**config.mk**
```make
export PLATFORM = sky130hd
export DESIGN_NAME = cls_ctrl
export DESIGN_NICKNAME = d
export VERILOG_FILES = /design/src/hw/rtl/cls_pkg.sv /design/src/hw/rtl/cls_ctrl.sv
export SDC_FILE = /design/constraint.sdc
export NUM_CORES = 1
export LEC_CHECK = 0
export ABC_AREA = 1
export BUFFER_PORTS_ARGS = -buffer_cell sky130_fd_sc_hd__buf_2
export CORE_ASPECT_RATIO = 2
export CORE_MARGIN = 2
export CORE_UTILIZATION = 57
export CTS_BUF_LIST = sky130_fd_sc_hd__clkbuf_8
export DETAILED_ROUTE_END_ITERATION = 7
export PLACE_DENSITY = 0.92
export SLEW_MARGIN = 20
export SYNTH_ARGS = -nofsm -noshare
export SYNTH_HDL_FRONTEND = slang
export SYNTH_SLANG_ARGS = --single-unit
export TNS_END_PERCENT = 100
```
**constraint.sdc**
```tcl
create_clock -name clock -period 4.45 [get_ports clock]
set_input_delay 0.6675 -clock clock [delete_from_list [all_inputs] [get_ports clock]]
set_output_delay 0.6675 -clock clock [all_outputs]
set_load 0.05 [all_outputs]
```
**src/hw/rtl/cls_pkg.sv**
```systemverilog
// ----------------------------------------------------------------------------
// cls_pkg: shared types and constants of the cursor linked sequence
// Index and address widths, operation and status codes, sequencer states
// and the request structs for the link and data stores.
// ----------------------------------------------------------------------------
package cls_pkg;

   // Store geometry. The null index is one past the last entry.
   localparam int CAPACITY   = 256;
   localparam int VALUE_BITS = 32;
   localparam int ADDR_BITS  = $clog2(CAPACITY);
   localparam int IDX_BITS   = ADDR_BITS + 1;
   localparam int MODE_BITS  = 3;
   localparam int STAT_BITS  = 2;

   // Stream beat widths, each rounded up to whole bytes.
   localparam int REQ_FIELD_BITS = MODE_BITS + VALUE_BITS;
   localparam int REQ_TDATA_BITS = ((REQ_FIELD_BITS + 7) / 8) * 8;
   localparam int RSP_FIELD_BITS = VALUE_BITS + 1 + IDX_BITS + STAT_BITS;
   localparam int RSP_TDATA_BITS = ((RSP_FIELD_BITS + 7) / 8) * 8;
   localparam int RSP_PAD_BITS   = RSP_TDATA_BITS - RSP_FIELD_BITS;

   typedef logic [IDX_BITS-1:0]   idx_type;
   typedef logic [ADDR_BITS-1:0]  addr_type;
   typedef logic [VALUE_BITS-1:0] word_type;
   typedef logic [MODE_BITS-1:0]  mode_type;
   typedef logic [STAT_BITS-1:0]  stat_type;

   localparam idx_type NIL        = idx_type'(CAPACITY);
   localparam idx_type COUNT_FULL = idx_type'(CAPACITY);

   // Operation codes carried in the mode field.
   localparam mode_type MODE_START   = mode_type'(0);
   localparam mode_type MODE_END     = mode_type'(1);
   localparam mode_type MODE_ADVANCE = mode_type'(2);
   localparam mode_type MODE_INSERT  = mode_type'(3);
   localparam mode_type MODE_ATTACH  = mode_type'(4);
   localparam mode_type MODE_REMOVE  = mode_type'(5);
   localparam mode_type MODE_READ    = mode_type'(6);

   // Status codes.
   localparam stat_type ST_OK     = stat_type'(0);
   localparam stat_type ST_FULL   = stat_type'(1);
   localparam stat_type ST_NO_CUR = stat_type'(2);

   typedef enum logic [3:0] {
      S_IDLE,
      S_EXEC,
      S_WALK,
      S_WALK_WAIT,
      S_ADV,
      S_ALLOC,
      S_ALLOC_NEXT,
      S_LINK_PREV,
      S_REM,
      S_REM_FREE,
      S_DATA_RD,
      S_RESP
   } state_type;

   // One read port and one write port on the link store.
   typedef struct packed {
      logic     rd_en;
      addr_type rd_addr;
      logic     wr_en;
      addr_type wr_addr;
      idx_type  wr_data;
   } link_req_type;

   // One read port and one write port on the data store.
   typedef struct packed {
      logic     rd_en;
      addr_type rd_addr;
      logic     wr_en;
      addr_type wr_addr;
      word_type wr_data;
   } data_req_type;

   function automatic logic idx_valid(idx_type i);
      return i < NIL;
   endfunction

   function automatic addr_type idx_addr(idx_type i);
      return i[ADDR_BITS-1:0];
   endfunction

endpackage

```
**src/hw/rtl/cls_ctrl.sv**
```systemverilog
// ----------------------------------------------------------------------------
// cls_ctrl: operation sequencer for the cursor linked sequence
// Holds head, tail, cursor, previous, free head and count, and steps each
// operation through the shared link-store port one access per cycle.
// ----------------------------------------------------------------------------
module cls_ctrl (
   input  logic                  clock,
   input  logic                  reset,
   input  logic                  req_valid,
   output logic                  req_ready,
   input  cls_pkg::mode_type     req_mode,
   input  cls_pkg::word_type     req_value,
   output logic                  rsp_valid,
   input  logic                  rsp_ready,
   output cls_pkg::word_type     rsp_current_value,
   output logic                  rsp_has_current,
   output cls_pkg::idx_type      rsp_item_count,
   output cls_pkg::stat_type     rsp_status,
   output cls_pkg::link_req_type link_req,
   input  cls_pkg::idx_type      link_rd_data,
   output cls_pkg::data_req_type data_req,
   input  cls_pkg::word_type     data_rd_data
);
   import cls_pkg::*;

   state_type state_ff, state_in;
   mode_type  mode_ff, mode_in;
   word_type  value_ff, value_in;
   stat_type  status_ff, status_in;
   idx_type   head_ff, head_in;
   idx_type   tail_ff, tail_in;
   idx_type   cursor_ff, cursor_in;
   idx_type   before_ff, before_in;
   idx_type   count_ff, count_in;
   idx_type   free_head_ff, free_head_in;
   idx_type   walk_ff, walk_in;
   idx_type   node_ff, node_in;
   idx_type   prev_ff, prev_in;
   logic      front_ff, front_in;

   logic      rsp_valid_ff, rsp_valid_in;
   word_type  rsp_value_ff, rsp_value_in;
   logic      rsp_has_ff, rsp_has_in;
   idx_type   rsp_count_ff, rsp_count_in;
   stat_type  rsp_status_ff, rsp_status_in;

   logic cur_valid;
   logic is_full;
   logic walk_more;
   logic rem_at_head;
   logic rsp_load;

   assign cur_valid   = idx_valid(cursor_ff);
   assign is_full     = (count_ff == COUNT_FULL);
   assign walk_more   = idx_valid(walk_ff) && (walk_ff != tail_ff);
   assign rem_at_head = (cursor_ff == head_ff) || !idx_valid(before_ff);
   assign rsp_load    = (state_ff == S_RESP) && (!rsp_valid_ff || rsp_ready);

   // Next state.
   always_comb begin
      state_in = state_ff;
      case (state_ff)
         S_IDLE: begin
            if (req_valid) begin
               state_in = S_EXEC;
            end
         end
         S_EXEC: begin
            case (mode_ff)
               MODE_END: begin
                  state_in = S_WALK;
               end
               MODE_ADVANCE: begin
                  state_in = (cur_valid && (cursor_ff != tail_ff)) ? S_ADV : S_DATA_RD;
               end
               MODE_INSERT, MODE_ATTACH: begin
                  state_in = is_full ? S_DATA_RD : S_ALLOC;
               end
               MODE_REMOVE: begin
                  state_in = cur_valid ? S_REM : S_DATA_RD;
               end
               default: begin
                  state_in = S_DATA_RD;
               end
            endcase
         end
         S_WALK: begin
            state_in = walk_more ? S_WALK_WAIT : S_DATA_RD;
         end
         S_WALK_WAIT: begin
            state_in = S_WALK;
         end
         S_ADV: begin
            state_in = S_DATA_RD;
         end
         S_ALLOC: begin
            state_in = front_ff ? S_DATA_RD : S_ALLOC_NEXT;
         end
         S_ALLOC_NEXT: begin
            state_in = S_LINK_PREV;
         end
         S_LINK_PREV: begin
            state_in = S_DATA_RD;
         end
         S_REM: begin
            state_in = S_REM_FREE;
         end
         S_REM_FREE: begin
            state_in = S_DATA_RD;
         end
         S_DATA_RD: begin
            state_in = S_RESP;
         end
         S_RESP: begin
            if (rsp_load) begin
               state_in = S_IDLE;
            end
         end
         default: begin
            state_in = S_IDLE;
         end
      endcase
   end

   // Store accesses issued in each state.
   always_comb begin
      link_req = '0;
      data_req = '0;
      case (state_ff)
         S_EXEC: begin
            case (mode_ff)
               MODE_ADVANCE: begin
                  link_req.rd_en   = cur_valid && (cursor_ff != tail_ff);
                  link_req.rd_addr = idx_addr(cursor_ff);
               end
               MODE_INSERT, MODE_ATTACH: begin
                  link_req.rd_en    = !is_full;
                  link_req.rd_addr  = idx_addr(free_head_ff);
                  data_req.wr_en    = !is_full;
                  data_req.wr_addr  = idx_addr(free_head_ff);
                  data_req.wr_data  = value_ff;
               end
               MODE_REMOVE: begin
                  link_req.rd_en   = cur_valid;
                  link_req.rd_addr = idx_addr(cursor_ff);
               end
               default: begin
               end
            endcase
         end
         S_WALK: begin
            link_req.rd_en   = walk_more;
            link_req.rd_addr = idx_addr(walk_ff);
         end
         S_ALLOC: begin
            // Front: new node points at the old head. Otherwise fetch the
            // link of the node it follows.
            link_req.wr_en   = front_ff;
            link_req.wr_addr = idx_addr(node_ff);
            link_req.wr_data = head_ff;
            link_req.rd_en   = !front_ff;
            link_req.rd_addr = idx_addr(prev_ff);
         end
         S_ALLOC_NEXT: begin
            link_req.wr_en   = 1'b1;
            link_req.wr_addr = idx_addr(node_ff);
            link_req.wr_data = link_rd_data;
         end
         S_LINK_PREV: begin
            link_req.wr_en   = 1'b1;
            link_req.wr_addr = idx_addr(prev_ff);
            link_req.wr_data = node_ff;
         end
         S_REM: begin
            // Unhook the removed node from its predecessor.
            link_req.wr_en   = !rem_at_head;
            link_req.wr_addr = idx_addr(before_ff);
            link_req.wr_data = link_rd_data;
         end
         S_REM_FREE: begin
            link_req.wr_en   = 1'b1;
            link_req.wr_addr = idx_addr(node_ff);
            link_req.wr_data = free_head_ff;
         end
         S_DATA_RD: begin
            data_req.rd_en   = cur_valid;
            data_req.rd_addr = idx_addr(cursor_ff);
         end
         default: begin
         end
      endcase
   end

   // Pointer and count updates.
   always_comb begin
      mode_in      = mode_ff;
      value_in     = value_ff;
      status_in    = status_ff;
      head_in      = head_ff;
      tail_in      = tail_ff;
      cursor_in    = cursor_ff;
      before_in    = before_ff;
      count_in     = count_ff;
      free_head_in = free_head_ff;
      walk_in      = walk_ff;
      node_in      = node_ff;
      prev_in      = prev_ff;
      front_in     = front_ff;
      case (state_ff)
         S_IDLE: begin
            if (req_valid) begin
               mode_in   = req_mode;
               value_in  = req_value;
               status_in = ST_OK;
            end
         end
         S_EXEC: begin
            case (mode_ff)
               MODE_START: begin
                  cursor_in = head_ff;
                  before_in = NIL;
               end
               MODE_END: begin
                  walk_in = head_ff;
                  node_in = NIL;
               end
               MODE_ADVANCE: begin
                  if (cur_valid) begin
                     before_in = cursor_ff;
                     if (cursor_ff == tail_ff) begin
                        cursor_in = NIL;
                     end
                  end
               end
               MODE_INSERT: begin
                  if (is_full) begin
                     status_in = ST_FULL;
                  end else begin
                     node_in  = free_head_ff;
                     front_in = !cur_valid || !idx_valid(before_ff);
                     prev_in  = before_ff;
                     if (!cur_valid || !idx_valid(before_ff)) begin
                        before_in = NIL;
                     end
                  end
               end
               MODE_ATTACH: begin
                  if (is_full) begin
                     status_in = ST_FULL;
                  end else begin
                     node_in = free_head_ff;
                     if (!cur_valid) begin
                        front_in  = !idx_valid(tail_ff);
                        prev_in   = tail_ff;
                        before_in = tail_ff;
                     end else begin
                        front_in  = 1'b0;
                        prev_in   = cursor_ff;
                        before_in = cursor_ff;
                     end
                  end
               end
               MODE_REMOVE: begin
                  if (!cur_valid) begin
                     status_in = ST_NO_CUR;
                  end else begin
                     node_in = cursor_ff;
                  end
               end
               MODE_READ: begin
                  if (!cur_valid) begin
                     status_in = ST_NO_CUR;
                  end
               end
               default: begin
               end
            endcase
         end
         S_WALK: begin
            if (walk_more) begin
               node_in = walk_ff;
            end else begin
               cursor_in = tail_ff;
               before_in = idx_valid(tail_ff) ? node_ff : NIL;
            end
         end
         S_WALK_WAIT: begin
            walk_in = link_rd_data;
         end
         S_ADV: begin
            cursor_in = link_rd_data;
         end
         S_ALLOC: begin
            free_head_in = link_rd_data;
            count_in     = count_ff + idx_type'(1);
            if (front_ff) begin
               head_in   = node_ff;
               cursor_in = node_ff;
               if (!idx_valid(tail_ff)) begin
                  tail_in = node_ff;
               end
            end
         end
         S_LINK_PREV: begin
            cursor_in = node_ff;
            if (prev_ff == tail_ff) begin
               tail_in = node_ff;
            end
         end
         S_REM: begin
            if (rem_at_head) begin
               head_in   = link_rd_data;
               cursor_in = link_rd_data;
               before_in = NIL;
               if (!idx_valid(link_rd_data)) begin
                  tail_in = NIL;
               end
            end else if (cursor_ff == tail_ff) begin
               tail_in   = before_ff;
               cursor_in = NIL;
            end else begin
               cursor_in = link_rd_data;
            end
         end
         S_REM_FREE: begin
            free_head_in = node_ff;
            count_in     = count_ff - idx_type'(1);
         end
         default: begin
         end
      endcase
   end

   // Result register: a new beat loads once the previous one has left.
   always_comb begin
      rsp_valid_in  = rsp_valid_ff && !rsp_ready;
      rsp_value_in  = rsp_value_ff;
      rsp_has_in    = rsp_has_ff;
      rsp_count_in  = rsp_count_ff;
      rsp_status_in = rsp_status_ff;
      if (rsp_load) begin
         rsp_valid_in  = 1'b1;
         rsp_value_in  = cur_valid ? data_rd_data : '0;
         rsp_has_in    = cur_valid;
         rsp_count_in  = count_ff;
         rsp_status_in = status_ff;
      end
   end

   always_ff @(posedge clock) begin
      if (reset) begin
         state_ff     <= S_IDLE;
         head_ff      <= NIL;
         tail_ff      <= NIL;
         cursor_ff    <= NIL;
         before_ff    <= NIL;
         count_ff     <= '0;
         free_head_ff <= '0;
         rsp_valid_ff <= 1'b0;
      end else begin
         state_ff     <= state_in;
         head_ff      <= head_in;
         tail_ff      <= tail_in;
         cursor_ff    <= cursor_in;
         before_ff    <= before_in;
         count_ff     <= count_in;
         free_head_ff <= free_head_in;
         rsp_valid_ff <= rsp_valid_in;
      end
   end

   always_ff @(posedge clock) begin
      mode_ff       <= mode_in;
      value_ff      <= value_in;
      status_ff     <= status_in;
      walk_ff       <= walk_in;
      node_ff       <= node_in;
      prev_ff       <= prev_in;
      front_ff      <= front_in;
      rsp_value_ff  <= rsp_value_in;
      rsp_has_ff    <= rsp_has_in;
      rsp_count_ff  <= rsp_count_in;
      rsp_status_ff <= rsp_status_in;
   end

   assign req_ready         = (state_ff == S_IDLE);
   assign rsp_valid         = rsp_valid_ff;
   assign rsp_current_value = rsp_value_ff;
   assign rsp_has_current   = rsp_has_ff;
   assign rsp_item_count    = rsp_count_ff;
   assign rsp_status        = rsp_status_ff;

`ifndef SYNTHESIS
   // The count never exceeds the store size.
   assert property (@(posedge clock) disable iff (reset) count_ff <= COUNT_FULL)
      else $error("item count above capacity");

   // An empty sequence has neither head nor tail.
   assert property (@(posedge clock) disable iff (reset)
      (state_ff == S_IDLE && count_ff == '0) |-> (head_ff == NIL && tail_ff == NIL))
      else $error("empty sequence with a head or tail");

   // The free list is empty exactly when the store is full.
   assert property (@(posedge clock) disable iff (reset)
      (state_ff == S_IDLE) |-> (idx_valid(free_head_ff) == (count_ff != COUNT_FULL)))
      else $error("free list out of step with count");

   // A full status is only reported on a full store.
   assert property (@(posedge clock) disable iff (reset)
      (rsp_load && status_ff == ST_FULL) |-> is_full)
      else $error("full status on a store with room");
`endif

endmodule

```
### Word level (Yosys, flattened, before mapping)

Cells that the tools add are included.

| operators by class | value |
|---|---|
| add/subtract/negate cells | 2 |
| magnitude comparators | 5 |
| equality and inequality tests | 49 |
| multiplexer cells | 62 |
| reduce and logical (&&, ||, !) cells | 39 |

Operators by type and width:

| cell | number |
|---|---|
| $mux W9 | 26 |
| $pmux W9 S3 | 5 |
| $pmux W9 S2 | 7 |
| $pmux W18 S5 | 1 |
| $mux W41 | 2 |
| $pmux W9 S6 | 1 |
| $lt A9 B9 Y1 const B | 5 |
| $pmux W4 S10 | 1 |
| $ne A3 B3 Y1 const B | 12 |
| $pmux W9 S4 | 1 |
| $eq A9 B9 Y1 | 3 |
| $mux W4 | 6 |
| $ne A2 B2 Y1 const B | 10 |
| $ne A9 B9 Y1 | 2 |
| $eq A4 B3 Y1 const B | 4 |
| $eq A4 B4 Y1 const B | 4 |
| $pmux W4 S4 | 1 |
| $reduce_and A6 Y1 | 2 |
| $reduce_bool A2 Y1 | 6 |
| $reduce_and A5 Y1 | 2 |
| $add A9 B1 Y9 const B | 1 |
| $eq A3 B3 Y1 const B | 3 |
| $eq A9 B9 Y1 const B | 1 |
| $sub A9 B1 Y9 const B | 1 |
| other kinds (25) | 50 |

| storage, ports and cells | value |
|---|---|
| register bits | 168 |
| bits of input ports | 80 |
| output and inout bits | 123 |
| logic and storage cells | 176 |

### Depth between registers and ports, before layout

Gate-level depths: netlist (run 1).

| logic depth | value |
|---|---|
| depth after elaboration | 7 |
| gate-level depth with buffers | 15 |
| gate-level depth less buffers | 14 |

### Worst setup path after synthesis (run 1)

No wires, ideal clock.

| path | value |
|---|---|
| path kind | input-to-reg |
| start | input req_valid |
| end | register mode_ff[0] (enable) |
| library setup time | 0.471 ns |
| arrival time | 3.142 ns |
| data required time | 3.979 ns |
| setup slack | 0.837 ns |
| cell stages on the path | 2 |
| path buffers | 0 |
| path through | inv_1 nor3_1 |

| on the way | value |
|---|---|
| cells in the longest elaborated chain, start to end | 1 |

RTL lines:

| element | line | source |
|---|---|---|
| from (decl) | cls_ctrl.sv:9 | `input logic req_valid,` |
| $reduce_and A2 Y1 (no line) | n/a |  |
| to (signal assigned) | cls_ctrl.sv:373 | `mode_ff <= mode_in;` |
| to (decl) | cls_ctrl.sv:27 | `mode_type mode_ff, mode_in;` |

Every way passes these cells.
A chain may end at the register's enable or synchronous reset.

==> impl_metrics.env, run 1 <==
export IMPL_run_status="completed"
export IMPL_worst_slew_margin=0.220
export IMPL_layout_common_cells="267 x sky130_fd_sc_hd__nand2_1, 202 x sky130_fd_sc_hd__buf_2, 182 x sky130_fd_sc_hd__nor2_1"
export IMPL_tritoncts="built"
export IMPL_final_max_slew_viol_count=0
export IMPL_worstSkewPairLatency_ns=0.48
export IMPL_ctsLongestPathBuffers=2
export IMPL_drt_wl_total_um=37100
export IMPL_globalRouteTotalUtil=0.431
export IMPL_final_net_count=1445
export IMPL_final_cell_count_no_fill=1570
export IMPL_io_buffers=202
export IMPL_cts_post_setup_buffers_inserted=0
export IMPL_num_antenna_cells=0
export IMPL_postSynthNetCount=1260
export IMPL_vias=9574
export IMPL_worst_ep_arrival_time_ns=3.11
export IMPL_tightestPinTransition_ns=1.16
export IMPL_grt_pass1_wl_um=53900
export IMPL_globalRouteOverflowTotal=0
export IMPL_category_of_the_worst_setup_path_capture_point="output pin"
export IMPL_fin_tns_setup_ns=0
export IMPL_design_die_area_um2=17200
export IMPL_chipWidth_um=93.8
export IMPL_level_count_of_the_clock_h_tree=4
export IMPL_timing_max_cap_violations=0
export IMPL_synth_seq_cells=168
export IMPL_worstHoldPathType="input pin to register"
export IMPL_clkSinkCount=168
export IMPL_drive_above_1_share=0.210
export IMPL_place_hpwl_um=27000
export IMPL_dr_pass1_iters=6
export IMPL_min_period_over_period=0.849
export IMPL_first_global_vias=9536
export IMPL_cts_root_buf="sky130_fd_sc_hd__clkbuf_8"
export IMPL_synthesis_warning_total=0
export IMPL_drt_wirelength_per_cell_um=23.6
export IMPL_max_freq_mhz=265
export IMPL_holdBufCountCts=0
export IMPL_syn_mean_instance_area_um2=7.85
export IMPL_timing_final_hold_violations=0
export IMPL_synth_cell_type_count=43
export IMPL_worst_setup_path_start_kind="register"
export IMPL_synth_edff_count=109
export IMPL_io_pins=203
export IMPL_areaGrowthSynthToFinish_pct=16.7
export IMPL_grt_setup_unrepaired="no"
export IMPL_antenna_violating_nets_post_route=0
export IMPL_detailedRoute_firstIterationViolations=903
export IMPL_minimum_clock_period_after_layout_ns=3.78
export IMPL_floorplan_initialDensity=0.583
export IMPL_cts_clk_slew_worst_paths_ns=0.10
export IMPL_seq_area_frac_synth=0.485
export IMPL_vdd_drop_max_mv=0.720
export IMPL_pwr_density_cell_nw_per_um2=623
export IMPL_ys_async_sr_fraction=0
export IMPL_final_common_cell="sky130_fd_sc_hd__nand2_1"
export IMPL_vias_per_cell=6.10
export IMPL_number_of_clock_buffers_inserted_by_tritoncts=17
export IMPL_pin_count_of_the_biggest_net_entering_global_routing=47
export IMPL_num_rows=65
export IMPL_detail_route_drc_violations=0
export IMPL_fill_cells=1337
export IMPL_timing_clock_skew_ns=0.0174
export IMPL_timing_setup_critical_path_class="register to output pin"
export IMPL_die_height_um=184
export IMPL_core_area_um2=15800
export IMPL_gp_routability_congestion=1.07
export IMPL_setup_violations=0
export IMPL_timing_critical_path_fanout_max=44
export IMPL_critical_path_required_ns=3.78
export IMPL_grt_antenna_before_repair=0
export IMPL_place_inst=1538
export IMPL_syn_area_um2=9190
export IMPL_syn_inst=1171
export IMPL_power_static_leakage_uw=0.00487
export IMPL_synth_flop_cell="sky130_fd_sc_hd__edfxtp_1"
export IMPL_post_cts_resized=0
==> cells by family (layout without fill, tap and decap cells) <==
kind of cell	Yosys count	count (layout)	synth area share
buffers and inverters	207	405	0.0887
flip-flops	168	168	0.485
AND/OR/NAND/NOR	543	543	0.249
AO/OA/AOI/OAI	221	221	0.143
XOR/XNOR	23	23	0.0219
adder cells (fa/ha/maj)	9	9	0.0131
==> final timing paths <==
check,start,to,slack [ns],cells after the start
worst max-delay path,mode_ff[1],link_req[26],0.67,12
worst min-delay path,req_value[22],value_ff[22],0.35,1
worst max register to register,cursor_ff[8],head_ff[3],1.31,11
worst min register to register,status_ff[0],rsp_status[0],0.44,0
==> report_power, final <==
| group | switching, uW | internal (uW) | total, uW | leakage, uW |
|---|---|---|---|---|
| clock network | 618 | 460 | 1080 | 0.000185 |
| registers | 300 | 2040 | 2340 | 0.00149 |
| logic | 2440 | 823 | 3260 | 0.00319 |
==> state kept, by name, summed over array words and instances, names as in the netlist <==
| signal | cells |
|---|---|
| rsp_current_value | 32 |
| value_ff | 32 |
| before_ff | 9 |
| count_ff | 9 |
| cursor_ff | 9 |
| free_head_ff | 9 |
| head_ff | 9 |
| node_ff | 9 |
| prev_ff | 9 |
| rsp_item_count | 9 |
| tail_ff | 9 |
| walk_ff | 9 |
| state_ff | 4 |
| mode_ff | 3 |
| rsp_status | 2 |
| status_ff | 2 |
| front_ff | 1 |
| rsp_has_current | 1 |
| rsp_valid | 1 |
==> stage by stage <==
stage	power, uW	setup WS [ns]	utilization	hold slack, ns	area [um^2]
final	6680	0.673	0.680	0.355	10700
after floorplan	4470	0.837	-	0.400	9190
after global routing	6960	0.579	0.680	0.359	10700
after detailed placement	5480	1.28	0.657	0.417	10400
after global placement	5420	1.40	0.656	0.403	10400
after CTS	6530	0.783	0.680	0.359	10700
==> synth_stat cells (2+ instances only) <==
master                      count  area [um^2]
sky130_fd_sc_hd__o22ai_1       17          106
sky130_fd_sc_hd__xnor2_1       14          123
sky130_fd_sc_hd__or2_2          3         18.8
sky130_fd_sc_hd__a21oi_2        2         17.5
sky130_fd_sc_hd__o2111ai_1      8         70.1
sky130_fd_sc_hd__a221oi_1       8         70.1
sky130_fd_sc_hd__buf_6          2         22.5
sky130_fd_sc_hd__nand3_1       29          145
sky130_fd_sc_hd__o21bai_1       2         15.0
sky130_fd_sc_hd__o211ai_1       4         30.0
sky130_fd_sc_hd__edfxtp_1     109         3270
sky130_fd_sc_hd__nand3_2        5         50.1
sky130_fd_sc_hd__xor2_1         9         78.8
sky130_fd_sc_hd__nand2_2        5         31.3
sky130_fd_sc_hd__nor2_2         4         25.0
sky130_fd_sc_hd__nor2b_1        8         50.1
sky130_fd_sc_hd__inv_2         14         52.6
sky130_fd_sc_hd__nand4_1       21          131
sky130_fd_sc_hd__o21ai_0       90          450
sky130_fd_sc_hd__nand2_1      267         1000
sky130_fd_sc_hd__a31oi_1       10         62.6
sky130_fd_sc_hd__o21ai_1        5         25.0
sky130_fd_sc_hd__a21oi_1       42          210
sky130_fd_sc_hd__nor3_1        12         60.1
sky130_fd_sc_hd__buf_2          8         40.0
sky130_fd_sc_hd__a22oi_1       23          173
sky130_fd_sc_hd__nor2_1       183          687
sky130_fd_sc_hd__nor2_4         3         33.8
sky130_fd_sc_hd__dfxtp_1       59         1180
sky130_fd_sc_hd__ha_1           8          100
sky130_fd_sc_hd__clkbuf_1      27          101
sky130_fd_sc_hd__buf_1          6         22.5
sky130_fd_sc_hd__buf_4          3         22.5
sky130_fd_sc_hd__o221ai_1       6         52.6
sky130_fd_sc_hd__inv_1        144          541
sky130_fd_sc_hd__a211oi_1       3         22.5
sky130_fd_sc_hd__clkinv_1       2         7.51
==> final cells by class <==
class | count | area [um^2] | share of cell area
Sequential cell | 168 | 4460 | 0.415
Multi-Input combinational cell | 796 | 3960 | 0.369
Timing Repair Buffer | 212 | 1090 | 0.101
Inverter | 161 | 607 | 0.0565
Tap cell | 201 | 251 | 0.0234
Clock buffer | 18 | 248 | 0.0231
Clock inverter | 14 | 124 | 0.0115
==> worst max-delay path, cell delays in order, from the launching register on <==
cell	delay, ns
sky130_fd_sc_hd__edfxtp_1	0.46
sky130_fd_sc_hd__inv_1	0.10
sky130_fd_sc_hd__nand2_2	0.11
sky130_fd_sc_hd__nor2_8	0.25
sky130_fd_sc_hd__inv_2	0.10
sky130_fd_sc_hd__nand2_2	0.28
sky130_fd_sc_hd__inv_2	0.39
sky130_fd_sc_hd__nor2_1	0.31
sky130_fd_sc_hd__a21oi_1	0.11
sky130_fd_sc_hd__nand2_1	0.09
sky130_fd_sc_hd__nand2_1	0.05
sky130_fd_sc_hd__nand3_1	0.09
sky130_fd_sc_hd__buf_2	0.27
==> routing by layer <==
metal	share of wire	vias to the layer above	wire length, um	global-route usage
met1	0.30	4445	11100	0.404
met5	0	-	0	0
met2	0.51	666	18900	0.753
met4	0.11	0	4110	0.397
li1	-	4252	-	-
met3	0.081	211	3020	0.0931
Note: power is estimated with default switching activity, not from simulation.
==> run 2: changes to the inputs <==
--- a/config.mk
+++ b/config.mk
@@ -5,14 +5,14 @@
 export SDC_FILE = /design/constraint.sdc
 export NUM_CORES = 1
 export LEC_CHECK = 0
-export ABC_AREA = 1
+export ABC_AREA = 0
 export BUFFER_PORTS_ARGS = -buffer_cell sky130_fd_sc_hd__buf_2
 export CORE_ASPECT_RATIO = 2
 export CORE_MARGIN = 2
-export CORE_UTILIZATION = 57
+export CORE_UTILIZATION = 56
 export CTS_BUF_LIST = sky130_fd_sc_hd__clkbuf_8
 export DETAILED_ROUTE_END_ITERATION = 7
-export PLACE_DENSITY = 0.92
+export PLACE_DENSITY = 0.91
 export SLEW_MARGIN = 20
 export SYNTH_ARGS = -nofsm -noshare
 export SYNTH_HDL_FRONTEND = slang
==> constraint.sdc (replaced) <==
create_clock -name clock -period 3.6 [get_ports clock]
set_input_delay 0.54 -clock clock [delete_from_list [all_inputs] [get_ports clock]]
set_output_delay 0.54 -clock clock [all_outputs]
set_load 0.05 [all_outputs]
==> impl_metrics.env, run 2 <==
export IMPL_fin_tns_setup_ns=0
export IMPL_ff2ff_setup_slack_ns=0.63
export IMPL_final_net_count=1180
export IMPL_cts_clk_slew_worst_paths_ns=0.10
export IMPL_run_status="finished, violations left"
export IMPL_timing_max_cap_violations=0
export IMPL_worstSkewPairLatency_ns=0.47
export IMPL_combined_area_of_the_multi_input_logic_cells_um2=4060
export IMPL_core_area_um2=15700
export IMPL_worst_setup_path_start_kind="register"
export IMPL_synth_cell_type_count=59
export IMPL_pin_count_of_the_biggest_net_entering_global_routing=70
export IMPL_io_buffers=202
export IMPL_synth_seq_cells=168
export IMPL_tritoncts="built"
export IMPL_timing_clock_skew_ns=0.0104
export IMPL_first_global_vias=8560
export IMPL_library_cell_with_the_highest_instance_count_after_synthesis="sky130_fd_sc_hd__edfxtp_1"
export IMPL_worst_path_max_delay_cell="sky130_fd_sc_hd__or4_4"
export IMPL_minimum_clock_period_after_layout_ns=3.55
export IMPL_num_rows=65
export IMPL_pwr_density_cell_nw_per_um2=675
export IMPL_place_inst=1273
export IMPL_die_height_um=183
export IMPL_globalRouteOverflowTotal=0
export IMPL_final_common_cell="sky130_fd_sc_hd__buf_2"
export IMPL_number_of_clock_buffers_inserted_by_tritoncts=17
export IMPL_detail_route_drc_violations=1
export IMPL_synth_edff_count=109
export IMPL_postSynthNetCount=1000
export IMPL_final_max_slew_viol_count=0
export IMPL_chipWidth_um=93.4
export IMPL_areaGrowthSynthToFinish_pct=18.8
export IMPL_synth_top_cells_by_count="109 x sky130_fd_sc_hd__edfxtp_1, 104 x sky130_fd_sc_hd__nand2_1, 74 x sky130_fd_sc_hd__clkbuf_1"
export IMPL_netlist_top_cell_by_area="sky130_fd_sc_hd__edfxtp_1"
export IMPL_grt_pass1_wl_um=44600
export IMPL_gp_routability_congestion=1.04
export IMPL_netlist_top_cells_area="sky130_fd_sc_hd__edfxtp_1 37%, sky130_fd_sc_hd__dfxtp_1 13%, sky130_fd_sc_hd__nand2_1 4.4%"
export IMPL_grt_met2_usage=0.594
export IMPL_worstHoldPathType="input pin to register"
export IMPL_synthDominantCellAreaShare=0.366
export IMPL_io_pins=203
export IMPL_timing_setup_critical_path_class="register to output pin"
export IMPL_worst_ep_arrival_time_ns=3.01
export IMPL_grt_met3_usage=0.0657
export IMPL_dr_pass1_iters=8
export IMPL_cts_root_buf="sky130_fd_sc_hd__clkbuf_8"
export IMPL_violations="DRC"
export IMPL_tightestPinTransition_ns=0.806
export IMPL_place_hpwl_um=20600
export IMPL_gr_max_usage_layer="met2"
export IMPL_ys_async_sr_fraction=0
export IMPL_cts_post_setup_buffers_inserted=0
export IMPL_vias_per_cell=6.52
export IMPL_level_count_of_the_clock_h_tree=4
export IMPL_synthesis_warning_total=0
export IMPL_syn_area_um2=8950
export IMPL_seq_area_frac_synth=0.497
export IMPL_clkSinkCount=168
export IMPL_critPathTopFamily="simple AND/OR/NAND/NOR gates"
export IMPL_min_period_over_period=0.985
export IMPL_worst_slew_margin=0.463
export IMPL_grt_setup_unrepaired="yes"
export IMPL_worstPathCellList="ha_1 > or4_4 > or3_4 > a31oi_2 > o22ai_1 > a211o_1 > buf_2"
export IMPL_drt_wirelength_per_cell_um=21.9
export IMPL_globalRouteTotalUtil=0.339
export IMPL_pre_cts_slack_ns=0.445
export IMPL_syn_inst=911
export IMPL_max_stage_delay_on_crit_path_ns=0.54
export IMPL_ctsLongestPathBuffers=2
export IMPL_seqCellArea_um2=4460
export IMPL_critical_path_required_ns=3.06
export IMPL_category_of_the_worst_setup_path_capture_point="output pin"
export IMPL_final_critical_path_setup_slack_ns=0.0534
export IMPL_fin_total_pwr_uw=7180
export IMPL_vdd_drop_max_mv=0.586
export IMPL_grt_antenna_before_repair=3
export IMPL_fill_cells=1184
export IMPL_timing_critical_path_buf_inv=1
export IMPL_timing_critical_path_fanout_max=8
export IMPL_syn_mean_instance_area_um2=9.83
export IMPL_vias=8530
export IMPL_setup_violations=0
export IMPL_synth_flop_cell="sky130_fd_sc_hd__edfxtp_1"
export IMPL_layout_common_cells="202 x sky130_fd_sc_hd__buf_2, 109 x sky130_fd_sc_hd__edfxtp_1, 104 x sky130_fd_sc_hd__nand2_1"
export IMPL_drt_wl_total_um=28600
export IMPL_antenna_violating_nets_post_route=0
export IMPL_design_die_area_um2=17100
export IMPL_max_freq_mhz=282
export IMPL_drive_above_1_share=0.272
export IMPL_grt_met1_usage=0.352
export IMPL_detailedRoute_firstIterationViolations=1161
export IMPL_worst_hold_slack_ns=0.238
export IMPL_timing_final_hold_violations=0
export IMPL_final_cell_count_no_fill=1308
export IMPL_power_static_leakage_uw=0.00442
export IMPL_floorplan_initialDensity=0.571
==> run 2: cell types whose count changed after synthesis, sizes merged, moves of 13 or more <==
cell / previous run / this run
nand2: 272 / 104
nor2: 191 / 46
inv: 159 / 35
o21ai: 95 / 37
clkbuf: 27 / 74
and3: 0 / 45
nor2b: 8 / 41
a222oi: 0 / 29
nand3: 35 / 12
a311oi: 0 / 22
nand4: 21 / 2
nor3: 13 / 30
xnor2: 14 / 27
==> run 2: stage by stage <==
step                      utilization  instance area [um^2]
after floorplan                     -                  8960
after global placement          0.652                 10200
after detailed placement        0.652                 10200
after CTS                       0.677                 10600
after global routing            0.678                 10600
final                           0.678                 10600
==> run 2: worst paths after layout <==
| check | start | to | cells after the start |
|---|---|---|---|
| min | req_value[31] | value_ff[31] | 1 |
| min reg2reg | status_ff[0] | rsp_status[0] | 0 |
| max | tail_ff[8] | link_req[26] | 7 |
| max reg2reg | state_ff[0] | count_ff[5] | 11 |
==> run 2: what timing repair did <==
action / 4_1_cts / 5_1_grt
resized for setup: 1 / 3
hold buffers: 0 / 0
endpoints found under the setup margin: 1 / 5
==> run 2: final cells by class <==
type | count | share of cell area
Sequential cell | 168 | 0.419
Inverter | 36 | 0.0127
Timing Repair Buffer | 246 | 0.126
Antenna cell | 3 | 0.000705
Tap cell | 201 | 0.0236
Multi-Input combinational cell | 622 | 0.382
Clock inverter | 14 | 0.0129
Clock buffer | 18 | 0.0233
==> run 2: logic make-up (layout without fill, tap and decap cells) <==
family / count (synthesis) / in the layout / share of synthesized area
mux: 16 / 16 / 0.0190
xor+xnor: 42 / 42 / 0.0411
simple gates: 317 / 317 / 0.178
flops: 168 / 168 / 0.497
fa+ha+maj: 9 / 9 / 0.0134
compound gates: 238 / 238 / 0.196
buf+inv: 121 / 314 / 0.0548
other cells: 0 / 3 / 0
==> run 2: report_power, final <==
part | internal, uW | switching [uW]
registers | 2450 | 346
logic | 974 | 2070
clock network | 584 | 762
==> run 2: routing by layer <==
| layer | share of wire | wire (um) |
|---|---|---|
| met2 | 0.51 | 14600 |
| met4 | 0.077 | 2200 |
| met1 | 0.32 | 9190 |
| met3 | 0.090 | 2590 |
| met5 | 0 | 0 |
